## src/hw/rtl/mp3fd_pkg.sv

```systemverilog
package mp3fd_pkg;

    typedef enum logic [2:0] {
        PH_HUNT,
        PH_HDR3,
        PH_HDR4,
        PH_BODY,
        PH_END
    } phase_t;

    typedef enum logic [1:0] {
        SQ_IDLE,
        SQ_DIV,
        SQ_CHECK,
        SQ_HDR
    } seq_t;

    typedef enum logic [1:0] {
        CFG_BIT_RATE      = 2'd0,
        CFG_SAMPLE_RATE   = 2'd1,
        CFG_FRAME_SAMPLES = 2'd2,
        CFG_STREAM_BYTES  = 2'd3
    } cfg_idx_t;

    localparam int BIT_RATE_W   = 19;
    localparam int RATE_W       = 16;
    localparam int FSAMP_W      = 11;
    localparam int COUNT_W      = 32;
    localparam int BODY_W       = 14;
    localparam int PTS_OUT_W    = 48;

    // 144 * bit_rate = (bit_rate << 7) + (bit_rate << 4)
    localparam int MUL_SH_HI    = 7;
    localparam int MUL_SH_LO    = 4;
    localparam int DIVIDEND_W   = 27;
    localparam int DIVISOR_W    = RATE_W;
    localparam int DIV_STEPS    = DIVIDEND_W;
    localparam int DIV_CNT_W    = $clog2(DIV_STEPS + 1);
    localparam int SIZE_W       = DIVIDEND_W + 1;

    localparam logic [15:0] SYNC_MASK = 16'hFFE0;
    localparam int          PAD_BIT   = 9;
    localparam logic [BODY_W-1:0] BODY_MAX = '1;
    localparam logic [SIZE_W-1:0] HDR_BYTES = SIZE_W'(4);

    localparam logic [BIT_RATE_W-1:0] BIT_RATE_RST = BIT_RATE_W'(128000);
    localparam logic [RATE_W-1:0]     RATE_RST     = RATE_W'(44100);
    localparam logic [FSAMP_W-1:0]    FSAMP_RST    = FSAMP_W'(1152);

endpackage

```

## src/hw/rtl/mp3fd_div.sv

```systemverilog
module mp3fd_div (
    input  logic                                clk,
    input  logic                                rst_n,
    input  logic                                start,
    input  logic [mp3fd_pkg::DIVIDEND_W-1:0]    dividend,
    input  logic [mp3fd_pkg::DIVISOR_W-1:0]     divisor,
    output logic                                done,
    output logic [mp3fd_pkg::DIVIDEND_W-1:0]    quotient
);

    logic [mp3fd_pkg::DIVISOR_W-1:0]  rem_reg, rem_next;
    logic [mp3fd_pkg::DIVIDEND_W-1:0] quo_reg, quo_next;
    logic [mp3fd_pkg::DIVISOR_W-1:0]  dvs_reg, dvs_next;
    logic [mp3fd_pkg::DIV_CNT_W-1:0]  cnt_reg, cnt_next;
    logic                             busy_reg, busy_next;
    logic                             done_reg, done_next;
    logic [mp3fd_pkg::DIVISOR_W:0]    trial;
    logic [mp3fd_pkg::DIVISOR_W:0]    diff;
    logic                             ge;

    // one restoring step per cycle, quotient bits shift in as dividend shifts out
    assign trial = {rem_reg, quo_reg[mp3fd_pkg::DIVIDEND_W-1]};
    assign diff  = trial - {1'b0, dvs_reg};
    assign ge    = trial >= {1'b0, dvs_reg};

    always_comb
    begin
        rem_next  = rem_reg;
        quo_next  = quo_reg;
        dvs_next  = dvs_reg;
        cnt_next  = cnt_reg;
        busy_next = busy_reg;
        done_next = 1'b0;
        if (start)
        begin
            rem_next  = '0;
            quo_next  = dividend;
            dvs_next  = divisor;
            cnt_next  = mp3fd_pkg::DIV_CNT_W'(mp3fd_pkg::DIV_STEPS);
            busy_next = 1'b1;
        end
        else if (busy_reg)
        begin
            rem_next = ge ? diff[mp3fd_pkg::DIVISOR_W-1:0] : trial[mp3fd_pkg::DIVISOR_W-1:0];
            quo_next = {quo_reg[mp3fd_pkg::DIVIDEND_W-2:0], ge};
            cnt_next = cnt_reg - 1'b1;
            if (cnt_reg == mp3fd_pkg::DIV_CNT_W'(1))
            begin
                busy_next = 1'b0;
                done_next = 1'b1;
            end
        end
    end

    always_ff @(posedge clk or negedge rst_n)
    begin
        if (!rst_n)
        begin
            rem_reg  <= '0;
            quo_reg  <= '0;
            dvs_reg  <= '0;
            cnt_reg  <= '0;
            busy_reg <= 1'b0;
            done_reg <= 1'b0;
        end
        else
        begin
            rem_reg  <= rem_next;
            quo_reg  <= quo_next;
            dvs_reg  <= dvs_next;
            cnt_reg  <= cnt_next;
            busy_reg <= busy_next;
            done_reg <= done_next;
        end
    end

    assign done     = done_reg;
    assign quotient = quo_reg;

endmodule

```

## src/hw/rtl/mp3_frame_deframer.sv

```systemverilog
// A body byte, or an end-of-stream beat from a taken byte, shows on m_* in the cycle
// after that byte is taken. The fourth header byte starts a divider run for the frame
// size; the size check and four header beats follow, one beat per cycle unless the
// output stalls. Bytes are taken one per cycle while hunting or in a body, unless the
// output stalls; the last header byte holds input until the check and header beats end.
// Reset: hunting, empty stream, config at default rates.
module mp3_frame_deframer #(
    parameter int PTS_BITS = 48
) (
    input  logic        clk,
    input  logic        rst_n,
    input  logic        s_tvalid,
    output logic        s_tready,
    input  logic [7:0]  s_tdata,   // [7:0] data_byte
    output logic        m_tvalid,
    input  logic        m_tready,
    output logic [55:0] m_tdata,   // [7:0] out_byte, [55:8] frame_pts
    output logic        m_tlast,   // frame_end
    output logic [2:0]  m_tuser,   // [0] frame_start, [1] end_of_stream, [2] run_last
    input  logic        cfg_valid,
    output logic        cfg_ready,
    input  logic [1:0]  cfg_index,
    input  logic [31:0] cfg_data
);

    localparam int PW = mp3fd_pkg::PTS_OUT_W;

    mp3fd_pkg::phase_t phase_reg, phase_next;
    mp3fd_pkg::seq_t   seq_reg, seq_next;

    logic [mp3fd_pkg::BIT_RATE_W-1:0] bit_rate_reg, bit_rate_next;
    logic [mp3fd_pkg::RATE_W-1:0]     rate_reg, rate_next;
    logic [mp3fd_pkg::FSAMP_W-1:0]    fsamp_reg, fsamp_next;
    logic [mp3fd_pkg::COUNT_W-1:0]    left_reg, left_next;
    logic [mp3fd_pkg::BODY_W-1:0]     frame_reg, frame_next;
    logic [31:0]                      hold_reg, hold_next;
    logic [PTS_BITS-1:0]              pts_reg, pts_next;
    logic [mp3fd_pkg::SIZE_W-1:0]     size_reg, size_next;
    logic [1:0]                       idx_reg, idx_next;

    logic          ov_reg, ov_next;
    logic [7:0]    ob_reg, ob_next;
    logic          ostart_reg, ostart_next;
    logic          oend_reg, oend_next;
    logic [PW-1:0] opts_reg, opts_next;
    logic          oeos_reg, oeos_next;
    logic          olast_reg, olast_next;

    logic                              out_free;
    logic                              in_acc;
    logic                              cfg_acc;
    logic [31:0]                       hold_shift;
    logic [mp3fd_pkg::COUNT_W-1:0]     left_dec;
    logic                              left_zero;
    logic                              sync_hit;
    logic                              div_start;
    logic                              div_done;
    logic [mp3fd_pkg::DIVIDEND_W-1:0]  dividend;
    logic [mp3fd_pkg::DIVIDEND_W-1:0]  quotient;
    logic [mp3fd_pkg::SIZE_W-1:0]      size_clamp;
    logic [mp3fd_pkg::SIZE_W-1:0]      body_full;
    logic                              too_big;
    logic [PTS_BITS+PW-1:0]            pts_wide;
    logic [PW-1:0]                     pts_cur;
    logic [7:0]                        hdr_byte;

    assign out_free   = !ov_reg || m_tready;
    assign s_tready   = (seq_reg == mp3fd_pkg::SQ_IDLE) && out_free;
    assign cfg_ready  = 1'b1;
    assign in_acc     = s_tvalid && s_tready;
    assign cfg_acc    = cfg_valid && cfg_ready;
    assign hold_shift = {hold_reg[23:0], s_tdata};
    assign left_dec   = left_reg - 1'b1;
    assign left_zero  = left_reg == '0;
    assign sync_hit   = (hold_shift[15:0] & mp3fd_pkg::SYNC_MASK) == mp3fd_pkg::SYNC_MASK;
    assign pts_wide   = {PW'(0), pts_reg};
    assign pts_cur    = pts_wide[PW-1:0];
    assign hdr_byte   = hold_reg[{~idx_reg, 3'b000} +: 8];

    assign dividend = (mp3fd_pkg::DIVIDEND_W'(bit_rate_reg) << mp3fd_pkg::MUL_SH_HI)
                    + (mp3fd_pkg::DIVIDEND_W'(bit_rate_reg) << mp3fd_pkg::MUL_SH_LO);
    assign div_start = in_acc && (phase_reg == mp3fd_pkg::PH_HDR4) && !left_zero
                    && (rate_reg != '0);

    assign size_clamp = (size_reg < mp3fd_pkg::HDR_BYTES) ? mp3fd_pkg::HDR_BYTES : size_reg;
    assign body_full  = size_clamp - mp3fd_pkg::HDR_BYTES;
    assign too_big    = ({5'b0, size_clamp} > ({1'b0, left_reg} + 33'd4))
                     || (body_full > mp3fd_pkg::SIZE_W'(mp3fd_pkg::BODY_MAX));

    mp3fd_div u_div (
        .clk      (clk),
        .rst_n    (rst_n),
        .start    (div_start),
        .dividend (dividend),
        .divisor  (rate_reg),
        .done     (div_done),
        .quotient (quotient)
    );

    always_comb
    begin
        seq_next = seq_reg;
        unique case (seq_reg)
            mp3fd_pkg::SQ_IDLE:
                if (div_start)
                    seq_next = mp3fd_pkg::SQ_DIV;
            mp3fd_pkg::SQ_DIV:
                if (div_done)
                    seq_next = mp3fd_pkg::SQ_CHECK;
            mp3fd_pkg::SQ_CHECK:
                if (out_free)
                    seq_next = too_big ? mp3fd_pkg::SQ_IDLE : mp3fd_pkg::SQ_HDR;
            mp3fd_pkg::SQ_HDR:
                if (out_free && idx_reg == 2'd3)
                    seq_next = mp3fd_pkg::SQ_IDLE;
            default:
                seq_next = mp3fd_pkg::SQ_IDLE;
        endcase
    end

    always_comb
    begin
        logic do_eos;
        logic do_next_frame;
        do_eos        = 1'b0;
        do_next_frame = 1'b0;

        phase_next    = phase_reg;
        bit_rate_next = bit_rate_reg;
        rate_next     = rate_reg;
        fsamp_next    = fsamp_reg;
        left_next     = left_reg;
        frame_next    = frame_reg;
        hold_next     = hold_reg;
        pts_next      = pts_reg;
        size_next     = size_reg;
        idx_next      = idx_reg;

        ov_next     = ov_reg && !m_tready;
        ob_next     = ob_reg;
        ostart_next = ostart_reg;
        oend_next   = oend_reg;
        opts_next   = opts_reg;
        oeos_next   = oeos_reg;
        olast_next  = olast_reg;

        unique case (seq_reg)
            mp3fd_pkg::SQ_IDLE:
                if (in_acc)
                begin
                    unique case (phase_reg)
                        mp3fd_pkg::PH_HUNT:
                            if (left_zero)
                                do_eos = 1'b1;
                            else
                            begin
                                left_next = left_dec;
                                hold_next = hold_shift;
                                if (sync_hit)
                                begin
                                    if (left_dec <= mp3fd_pkg::COUNT_W'(2))
                                        do_eos = 1'b1;
                                    else
                                        phase_next = mp3fd_pkg::PH_HDR3;
                                end
                                else if (left_dec == '0)
                                    do_eos = 1'b1;
                            end
                        mp3fd_pkg::PH_HDR3:
                            if (left_zero)
                                do_eos = 1'b1;
                            else
                            begin
                                left_next  = left_dec;
                                hold_next  = hold_shift;
                                phase_next = mp3fd_pkg::PH_HDR4;
                            end
                        mp3fd_pkg::PH_HDR4:
                            if (left_zero)
                                do_eos = 1'b1;
                            else
                            begin
                                left_next = left_dec;
                                hold_next = hold_shift;
                                if (rate_reg == '0)
                                    do_eos = 1'b1;
                            end
                        mp3fd_pkg::PH_BODY:
                            if (left_zero || frame_reg == '0)
                                do_eos = 1'b1;
                            else
                            begin
                                left_next   = left_dec;
                                frame_next  = frame_reg - 1'b1;
                                ov_next     = 1'b1;
                                ob_next     = s_tdata;
                                ostart_next = 1'b0;
                                oend_next   = frame_reg == mp3fd_pkg::BODY_W'(1);
                                opts_next   = pts_cur;
                                oeos_next   = 1'b0;
                                olast_next  = 1'b1;
                                if (frame_reg == mp3fd_pkg::BODY_W'(1))
                                    do_next_frame = 1'b1;
                            end
                        default:
                            ;
                    endcase
                end
            mp3fd_pkg::SQ_DIV:
                if (div_done)
                    size_next = {1'b0, quotient} + mp3fd_pkg::SIZE_W'(hold_reg[mp3fd_pkg::PAD_BIT]);
            mp3fd_pkg::SQ_CHECK:
                if (out_free)
                begin
                    if (too_big)
                        do_eos = 1'b1;
                    else
                    begin
                        frame_next = body_full[mp3fd_pkg::BODY_W-1:0];
                        idx_next   = 2'd0;
                    end
                end
            mp3fd_pkg::SQ_HDR:
                if (out_free)
                begin
                    ov_next     = 1'b1;
                    ob_next     = hdr_byte;
                    ostart_next = idx_reg == 2'd0;
                    oend_next   = (idx_reg == 2'd3) && (frame_reg == '0);
                    opts_next   = pts_cur;
                    oeos_next   = 1'b0;
                    olast_next  = idx_reg == 2'd3;
                    idx_next    = idx_reg + 1'b1;
                    if (idx_reg == 2'd3)
                    begin
                        if (frame_reg == '0)
                            do_next_frame = 1'b1;
                        else
                            phase_next = mp3fd_pkg::PH_BODY;
                    end
                end
            default:
                ;
        endcase

        if (do_eos)
        begin
            phase_next  = mp3fd_pkg::PH_END;
            ov_next     = 1'b1;
            ob_next     = '0;
            ostart_next = 1'b0;
            oend_next   = 1'b0;
            opts_next   = pts_cur;
            oeos_next   = 1'b1;
            olast_next  = 1'b1;
        end

        if (do_next_frame)
        begin
            pts_next   = pts_reg + PTS_BITS'(fsamp_reg);
            hold_next  = '0;
            frame_next = '0;
            phase_next = mp3fd_pkg::PH_HUNT;
        end

        if (cfg_acc)
        begin
            unique case (mp3fd_pkg::cfg_idx_t'(cfg_index))
                mp3fd_pkg::CFG_BIT_RATE:
                    bit_rate_next = cfg_data[mp3fd_pkg::BIT_RATE_W-1:0];
                mp3fd_pkg::CFG_SAMPLE_RATE:
                    rate_next = cfg_data[mp3fd_pkg::RATE_W-1:0];
                mp3fd_pkg::CFG_FRAME_SAMPLES:
                    fsamp_next = cfg_data[mp3fd_pkg::FSAMP_W-1:0];
                mp3fd_pkg::CFG_STREAM_BYTES:
                begin
                    phase_next = mp3fd_pkg::PH_HUNT;
                    hold_next  = '0;
                    left_next  = cfg_data;
                    frame_next = '0;
                    pts_next   = '0;
                end
                default:
                    ;
            endcase
        end
    end

    always_ff @(posedge clk or negedge rst_n)
    begin
        if (!rst_n)
        begin
            phase_reg    <= mp3fd_pkg::PH_HUNT;
            seq_reg      <= mp3fd_pkg::SQ_IDLE;
            bit_rate_reg <= mp3fd_pkg::BIT_RATE_RST;
            rate_reg     <= mp3fd_pkg::RATE_RST;
            fsamp_reg    <= mp3fd_pkg::FSAMP_RST;
            left_reg     <= '0;
            frame_reg    <= '0;
            hold_reg     <= '0;
            pts_reg      <= '0;
            idx_reg      <= '0;
            ov_reg       <= 1'b0;
        end
        else
        begin
            phase_reg    <= phase_next;
            seq_reg      <= seq_next;
            bit_rate_reg <= bit_rate_next;
            rate_reg     <= rate_next;
            fsamp_reg    <= fsamp_next;
            left_reg     <= left_next;
            frame_reg    <= frame_next;
            hold_reg     <= hold_next;
            pts_reg      <= pts_next;
            idx_reg      <= idx_next;
            ov_reg       <= ov_next;
        end
    end

    always_ff @(posedge clk)
    begin
        size_reg   <= size_next;
        ob_reg     <= ob_next;
        ostart_reg <= ostart_next;
        oend_reg   <= oend_next;
        opts_reg   <= opts_next;
        oeos_reg   <= oeos_next;
        olast_reg  <= olast_next;
    end

    assign m_tvalid = ov_reg;
    assign m_tdata  = {opts_reg, ob_reg};
    assign m_tlast  = oend_reg;
    assign m_tuser  = {olast_reg, oeos_reg, ostart_reg};

    a_start_not_last: assert property (@(posedge clk) disable iff (!rst_n)
        (m_tvalid && m_tuser[0]) |-> !m_tuser[2])
        else $error("frame start beat marked as last of run");

    a_eos_shape: assert property (@(posedge clk) disable iff (!rst_n)
        (m_tvalid && m_tuser[1]) |-> (m_tuser[2] && !m_tlast && !m_tuser[0]))
        else $error("end of stream beat malformed");

    a_end_sticky: assert property (@(posedge clk) disable iff (!rst_n)
        (phase_reg == mp3fd_pkg::PH_END && !cfg_acc) |=> phase_reg == mp3fd_pkg::PH_END)
        else $error("left end state without restart");

    a_div_done_seq: assert property (@(posedge clk) disable iff (!rst_n)
        div_done |-> seq_reg == mp3fd_pkg::SQ_DIV)
        else $error("divider finished outside of size step");

    a_body_count: assert property (@(posedge clk) disable iff (!rst_n)
        (phase_reg == mp3fd_pkg::PH_BODY) |-> frame_reg != '0)
        else $error("body phase with empty frame count");

endmodule

```

## config.mk

```make
export PLATFORM = sky130hd
export DESIGN_NAME = mp3_frame_deframer
export DESIGN_NICKNAME = d
export VERILOG_FILES = /design/src/hw/rtl/mp3fd_pkg.sv /design/src/hw/rtl/mp3fd_div.sv /design/src/hw/rtl/mp3_frame_deframer.sv
export SDC_FILE = /design/constraint.sdc
export NUM_CORES = 1
export LEC_CHECK = 0
export BUFFER_PORTS_ARGS = -buffer_cell sky130_fd_sc_hd__buf_2
export CAP_MARGIN = 15
export CORE_ASPECT_RATIO = 1.25
export CORE_UTILIZATION = 62
export DETAILED_ROUTE_END_ITERATION = 10
export GPL_ROUTABILITY_DRIVEN = 0
export PLACE_DENSITY = 0.9
export SYNTH_ARGS = -nofsm -noshare
export SYNTH_HDL_FRONTEND = slang
export SYNTH_SLANG_ARGS = --single-unit
```

## constraint.sdc

```tcl
create_clock -name clk -period 6.26 [get_ports clk]
set_input_delay 1.878 -clock clk [delete_from_list [all_inputs] [get_ports clk]]
set_output_delay 1.878 -clock clk [all_outputs]
set_load 0.01 [all_outputs]
```

### Word level (Yosys, flattened, before mapping)

Index checks and enable logic that the tools add are counted.

| storage, ports and cells | value |
|---|---|
| flip-flop bits (word level) | 334 |
| input port bits | 47 |
| output and inout bits | 63 |
| logic and storage cells | 222 |

| operators by class | value |
|---|---|
| reduce and logical (&&, ||, !) cells | 36 |
| bitwise gates (word level) | 1 |
| add/subtract/negate cells | 10 |
| eq/ne operators | 26 |
| mux-type cells | 119 |
| shift operators | 1 |
| magnitude comparators | 5 |

Operators by type and width:

| cell | count |
|---|---|
| $mux 32 | 13 |
| $mux 48 | 8 |
| $mux 14 | 8 |
| $pmux 48 s2 | 1 |
| $logic_not 32->1 | 2 |
| $pmux 32 s2 | 1 |
| $mux 27 | 2 |
| $add 48x11->48 | 1 |
| $mux 16 | 3 |
| $mux 1 | 42 |
| $mux 3 | 12 |
| $add 32x3->33 const B | 1 |
| $gt 28x33->1 | 1 |
| $le 32x2->1 const B | 1 |
| $mux 8 | 4 |
| $shiftx 32x6->8 | 1 |
| $sub 32x1->32 const B | 1 |
| $add 27x1->28 | 1 |
| $gt 28x14->1 const B | 1 |
| $lt 28x3->1 const B | 1 |
| $mux 28 | 1 |
| $pmux 14 s2 | 1 |
| $sub 28x3->28 const B | 1 |
| $add 26x23->27 | 1 |
| other kinds (40) | 89 |

### Longest topological paths before layout

| logic depth | value |
|---|---|
| word-level depth | 12 |
| mapped depth | 20 |
| gate-level depth less buffers | 17 |

### By module

A second synthesis with hierarchy kept.

| second synthesis, totals | value |
|---|---|
| cells, all modules | 2047 |
| area total of the unflattened synthesis | 19621.3 sq um |

Modules (own cells, without submodules):

| module | cells each | instances | seq. area each (sq um) | area an instance (sq um) |
|---|---|---|---|---|
| mp3_frame_deframer | 1618 | 1 | 7044.3 | 15732.6 |
| mp3fd_div | 429 | 1 | 1651.6 | 3888.7 |

### Worst setup path after synthesis

Ideal clock, no wire load.

| timing path | value |
|---|---|
| path kind | input -> register |
| from | input port s_tvalid |
| to | register opts_reg[0] (enable) |
| data required time | 5740 ps |
| data arrival time | 5697 ps |
| library setup time | 520 ps |
| setup slack | 43 ps |
| stages on the path | 4 |
| buffers on the path | 0 |
| cell sequence | nand3b_1 nor2_1 a32oi_1 o21ai_0 |

| on the way | value |
|---|---|
| longest elaborated chain between the ends | 5 |
| elaborated cells on any way between the ends | 9 |
| classes of those cells | 4 x eq/ne; 2 x mux; 3 x reduce/logical |

RTL lines:

| element | line | RTL |
|---|---|---|
| from (decl) | mp3_frame_deframer.sv:12 | `input logic s_tvalid,` |
| $logic_and 1x1->1 * | mp3_frame_deframer.sv:70 | `assign in_acc = s_tvalid && s_tready;` |
| $mux 1 | mp3_frame_deframer.sv:149 | `if (in_acc)` |
| $pmux 1 s2 | mp3_frame_deframer.sv:147 | `unique case (seq_reg)` |
| $ne 3x1->1 (no line) (tied with other cells) | -- |  |
| $reduce_and 5->1 (no line) * | -- |  |
| to (signal assigned) | mp3_frame_deframer.sv:327 | `opts_reg <= opts_next;` |
| to (decl) | mp3_frame_deframer.sv:45 | `logic [PW-1:0] opts_reg, opts_next;` |

Mark *: on every way between the ends. The rest lies on a longest branch, timed or not.
A chain may end at the register's enable or synchronous reset.

### Worst setup path after layout

| timing path | value |
|---|---|
| from | register left_reg[2] in the netlist's numbering |
| to | register opts_reg[0] (enable) |

| on the way | value |
|---|---|
| longest elaborated chain between the ends | 10 |
| elaborated cells on any way between the ends | 26 |
| classes of those cells | 2 x add/sub; 2 x order compare; 4 x eq/ne; 12 x mux; 6 x reduce/logical |

RTL lines:

| element | line | RTL |
|---|---|---|
| from (decl) | mp3_frame_deframer.sv:34 | `logic [mp3fd_pkg::COUNT_W-1:0] left_reg, left_next;` |
| from (signal assigned) | mp3_frame_deframer.sv:312 | `left_reg <= left_next;` |
| $sub 32x1->32 | mp3_frame_deframer.sv:73 | `assign left_dec = left_reg - 1'b1;` |
| $le 32x2->1 or $logic_not 32->1 (tied branches) | mp3_frame_deframer.sv:161, mp3_frame_deframer.sv:166 |  |
| $mux 1, on equally long branches | mp3_frame_deframer.sv:161, mp3_frame_deframer.sv:166 |  |
| $mux 1 | mp3_frame_deframer.sv:159 | `if (sync_hit)` |
| $mux 1 | mp3_frame_deframer.sv:153 | `if (left_zero)` |
| $pmux 1 s4 | mp3_frame_deframer.sv:151 | `unique case (phase_reg)` |
| $mux 1 | mp3_frame_deframer.sv:149 |  |
| $pmux 1 s2 | mp3_frame_deframer.sv:147 |  |
| $ne 3x1->1 (no line) (tied with other cells) | -- |  |
| $reduce_and 5->1 (no line) * | -- |  |

Marked as above.

==> flow_summary.yaml <==
clock_network:
  cts_inserted_buffers: 34
  holdBufCountCts: 0
  htreeDepth: 2
  post-cts-setup-buffer-count: 0
  post_cts_resized: 0
  clock_latency_ps: 530
  clk_pin_slew_ps: 70
  cts_sinks: 334
  root_buffer: "clkbuf_16"
  tritoncts: "yes"
  cts_buffer_depth: 3
synth:
  ys.flop_type: "dfrtp_1"
  synth-edff-count: 76
  ys_seq_area_frac: 0.459
  syn_inst: 1962
  synth.avg_cell_area_um2: 9.65
  synth_cell_type_count: 75
  ys_warn_count: 0
  synth_area_um2: 18900
  async_reset_ff_frac: 0.737
  synth.net_count: 2097
  ys_ff_latch: 334
placement:
  place_ws_ps: 1290
  portBuffers: 108
  place_hpwl_mm: 31.9
  dp_cells: 2354
timing:
  fin_crit_sh: 0.829
  tns_ps: 0
  slew_headroom: 0.276
  max_freq_mhz: 193
  rsz0062_at_grt: "false"
  drv_slew: 0
  clock_skew_ps: 18.1
  fin_crit_ps: 5190
  setup_ws_ps: 1070
  setup_viol: 0
  finalHoldViolCount: 0
  worst_pin_slew_ps: 1090
detailed_routing:
  drc_errors: 0
  wl_per_cell_um: 19.5
  routed_via_density: 6.32
  wl_mm: 47.2
  vias: 15300
  first_pass_iters: 5
  ant_nets: 0
  drtIter0Drc: 1513
hold_path:
  holdPathStages: 2
  hold_start: "ostart_reg"
  min_path_type: "flop to flop"
final_layout:
  antenna_cells: 0
  final_nets: 2126
  layout-drive-gt1-share: 0.132
  final_util: 0.691
  fillers: 2039
  area_growth_pct: 9.61
  layout.cells.non_filler: 2418
worst_setup_path:
  critPathKind: "flop to flop"
  cp_cell_sequence: "inv_1 -> nor3_1 -> nand4_1 -> nor2_1 -> nand4_1 -> xor2_1 -> ha_1 -> nand4_1 -> nor2_1 -> and2_1 -> nand4_1 -> o21bai_1 -> a311oi_1 -> nor2_1 -> nor2_1 -> o21ai_0 -> o21ai_4 -> buf_4"
  r2r_start: "left_reg[2]"
  start_kind: "flop"
  worstPathMaxFanout: 33
  critPathSlowestCell: "dfrtp_1"
  startpoint: "left_reg[2]"
  crit_path_end_kind: "flop"
  crit_arrival_ps: 5370
  slowest_delay_ps: 670
  critPathRequiredTime_ps: 6440
  ff2ff_path_depth: 18
global_routing:
  grt_pass1_vias: 15200
  grt_pass1_wl_mm: 75.7
  grt_overflow: 0
  grt_use_total: 0.307
  antenna_found_initial: 0
  grt_max_degree: 103
floorplan:
  ios: 110
  core_um2: 30000
  rows: 71
  fp.dieArea_um2: 31300
  die_w_um: 158
  die_h_um: 197
  start_util: 0.631
run_status:
  outcome: "finished, final reports clean"
job:
  drv_cap: 0
pwr:
  p_leak_nw: 8.73
  ir_worst_vdd_v: 0.000290
  power_density_nw_per_um2: 411
final cells by class:
cell class	count	area, µm²	share of cell area
flip-flops and latches	334	8700	0.419
clock buffers	52	990	0.0477
inverters	64	240	0.0116
well taps	401	502	0.0242
clock inverters	10	126	0.00609
multi-input cells	1434	9500	0.458
repair buffers	123	703	0.0339
cell families after synthesis:
logic type,share of synthesized area
other,0.000198
AND/OR/NAND/NOR,0.177
XOR/XNOR,0.0808
flip-flops,0.459
buffers and inverters,0.0408
AO/OA/AOI/OAI,0.121
adder cells (fa/ha/maj),0.0599
multiplexers,0.0612
worst max-delay path: cells and delay by family (launching register included):
| family | cells | cell delay (ps) |
|---|---|---|
| AO/OA/AOI/OAI | 4 | 1130 |
| adder cells (fa/ha/maj) | 1 | 330 |
| AND/OR/NAND/NOR | 10 | 1880 |
| XOR/XNOR | 1 | 180 |
| buffers and inverters | 2 | 630 |
| flip-flops | 1 | 670 |
placed cells by master (no fill, tap or decap), types with 11 or more instances in the layout:
| cell | count |
|---|---|
| nand2_1 | 234 |
| nor2b_1 | 17 |
| nand4_1 | 34 |
| a21o_1 | 24 |
| or3_1 | 29 |
| nor2_1 | 154 |
| inv_1 | 64 |
| xnor2_1 | 97 |
| clkbuf_1 | 12 |
| or2_2 | 11 |
| and2_1 | 11 |
| and3_1 | 30 |
| dfrtp_1 | 231 |
| buf_4 | 12 |
| xor2_1 | 70 |
| ha_1 | 85 |
| mux2i_1 | 46 |
| nor4_1 | 30 |
| nand2b_1 | 16 |
| dfxtp_1 | 12 |
| buf_2 | 107 |
| dfstp_2 | 14 |
| a211oi_1 | 30 |
| a21oi_1 | 117 |
| o21ai_0 | 121 |
| clkbuf_16 | 35 |
| nor3_1 | 41 |
| nand3_1 | 52 |
| mux2_2 | 46 |
| edfxtp_1 | 76 |
per-layer routing:
metal,GRT usage,vias to the layer above,part of all wire
li1,-,6988,-
met1,0.361,7356,0.37
met2,0.518,723,0.49
met3,0.0573,204,0.073
met4,0.186,0,0.061
met5,0,-,0
synthesized netlist by cell type, types with 29 or more instances:
cell,instances,share of area
a211oi_1,30,0.012
a21oi_1,117,0.031
and3_1,31,0.010
clkbuf_1,112,0.022
dfrtp_1,232,0.31
edfxtp_1,76,0.12
ha_1,85,0.056
inv_1,64,0.013
mux2_2,46,0.027
mux2i_1,46,0.024
nand2_1,234,0.046
nand3_1,52,0.014
nand4_1,34,0.011
nor2_1,155,0.031
nor3_1,41,0.011
nor4_1,30,0.0099
o21ai_0,122,0.032
or3_1,29,0.0096
xnor2_1,97,0.045
xor2_1,70,0.032
worst paths after layout:
check	end	slack, ps
max	opts_reg[0]	1070
min	ostart_reg	470
max reg2reg	opts_reg[0]	1070
min reg2reg	ostart_reg	470
max in group asynchronous	bit_rate_reg[16]	3720
min in group asynchronous	hold_reg[29]	1390
report_power, final:
group          switching (mW)  leakage [nW]  internal [mW]
Combinational            1.77          4.33           1.24
Sequential              0.587          3.85           2.90
Clock                   0.856         0.547           1.18
metrics by stage:
stage	power (mW)	hold WS, ps	instance area (µm²)
finish	8.53	468	20800
floorplan	5.53	427	18900
global route	9.02	494	20800
CTS	8.47	465	20700
detailed placement	6.37	449	19600
global placement	6.21	446	19600
(Power assumes the default switching activity.)
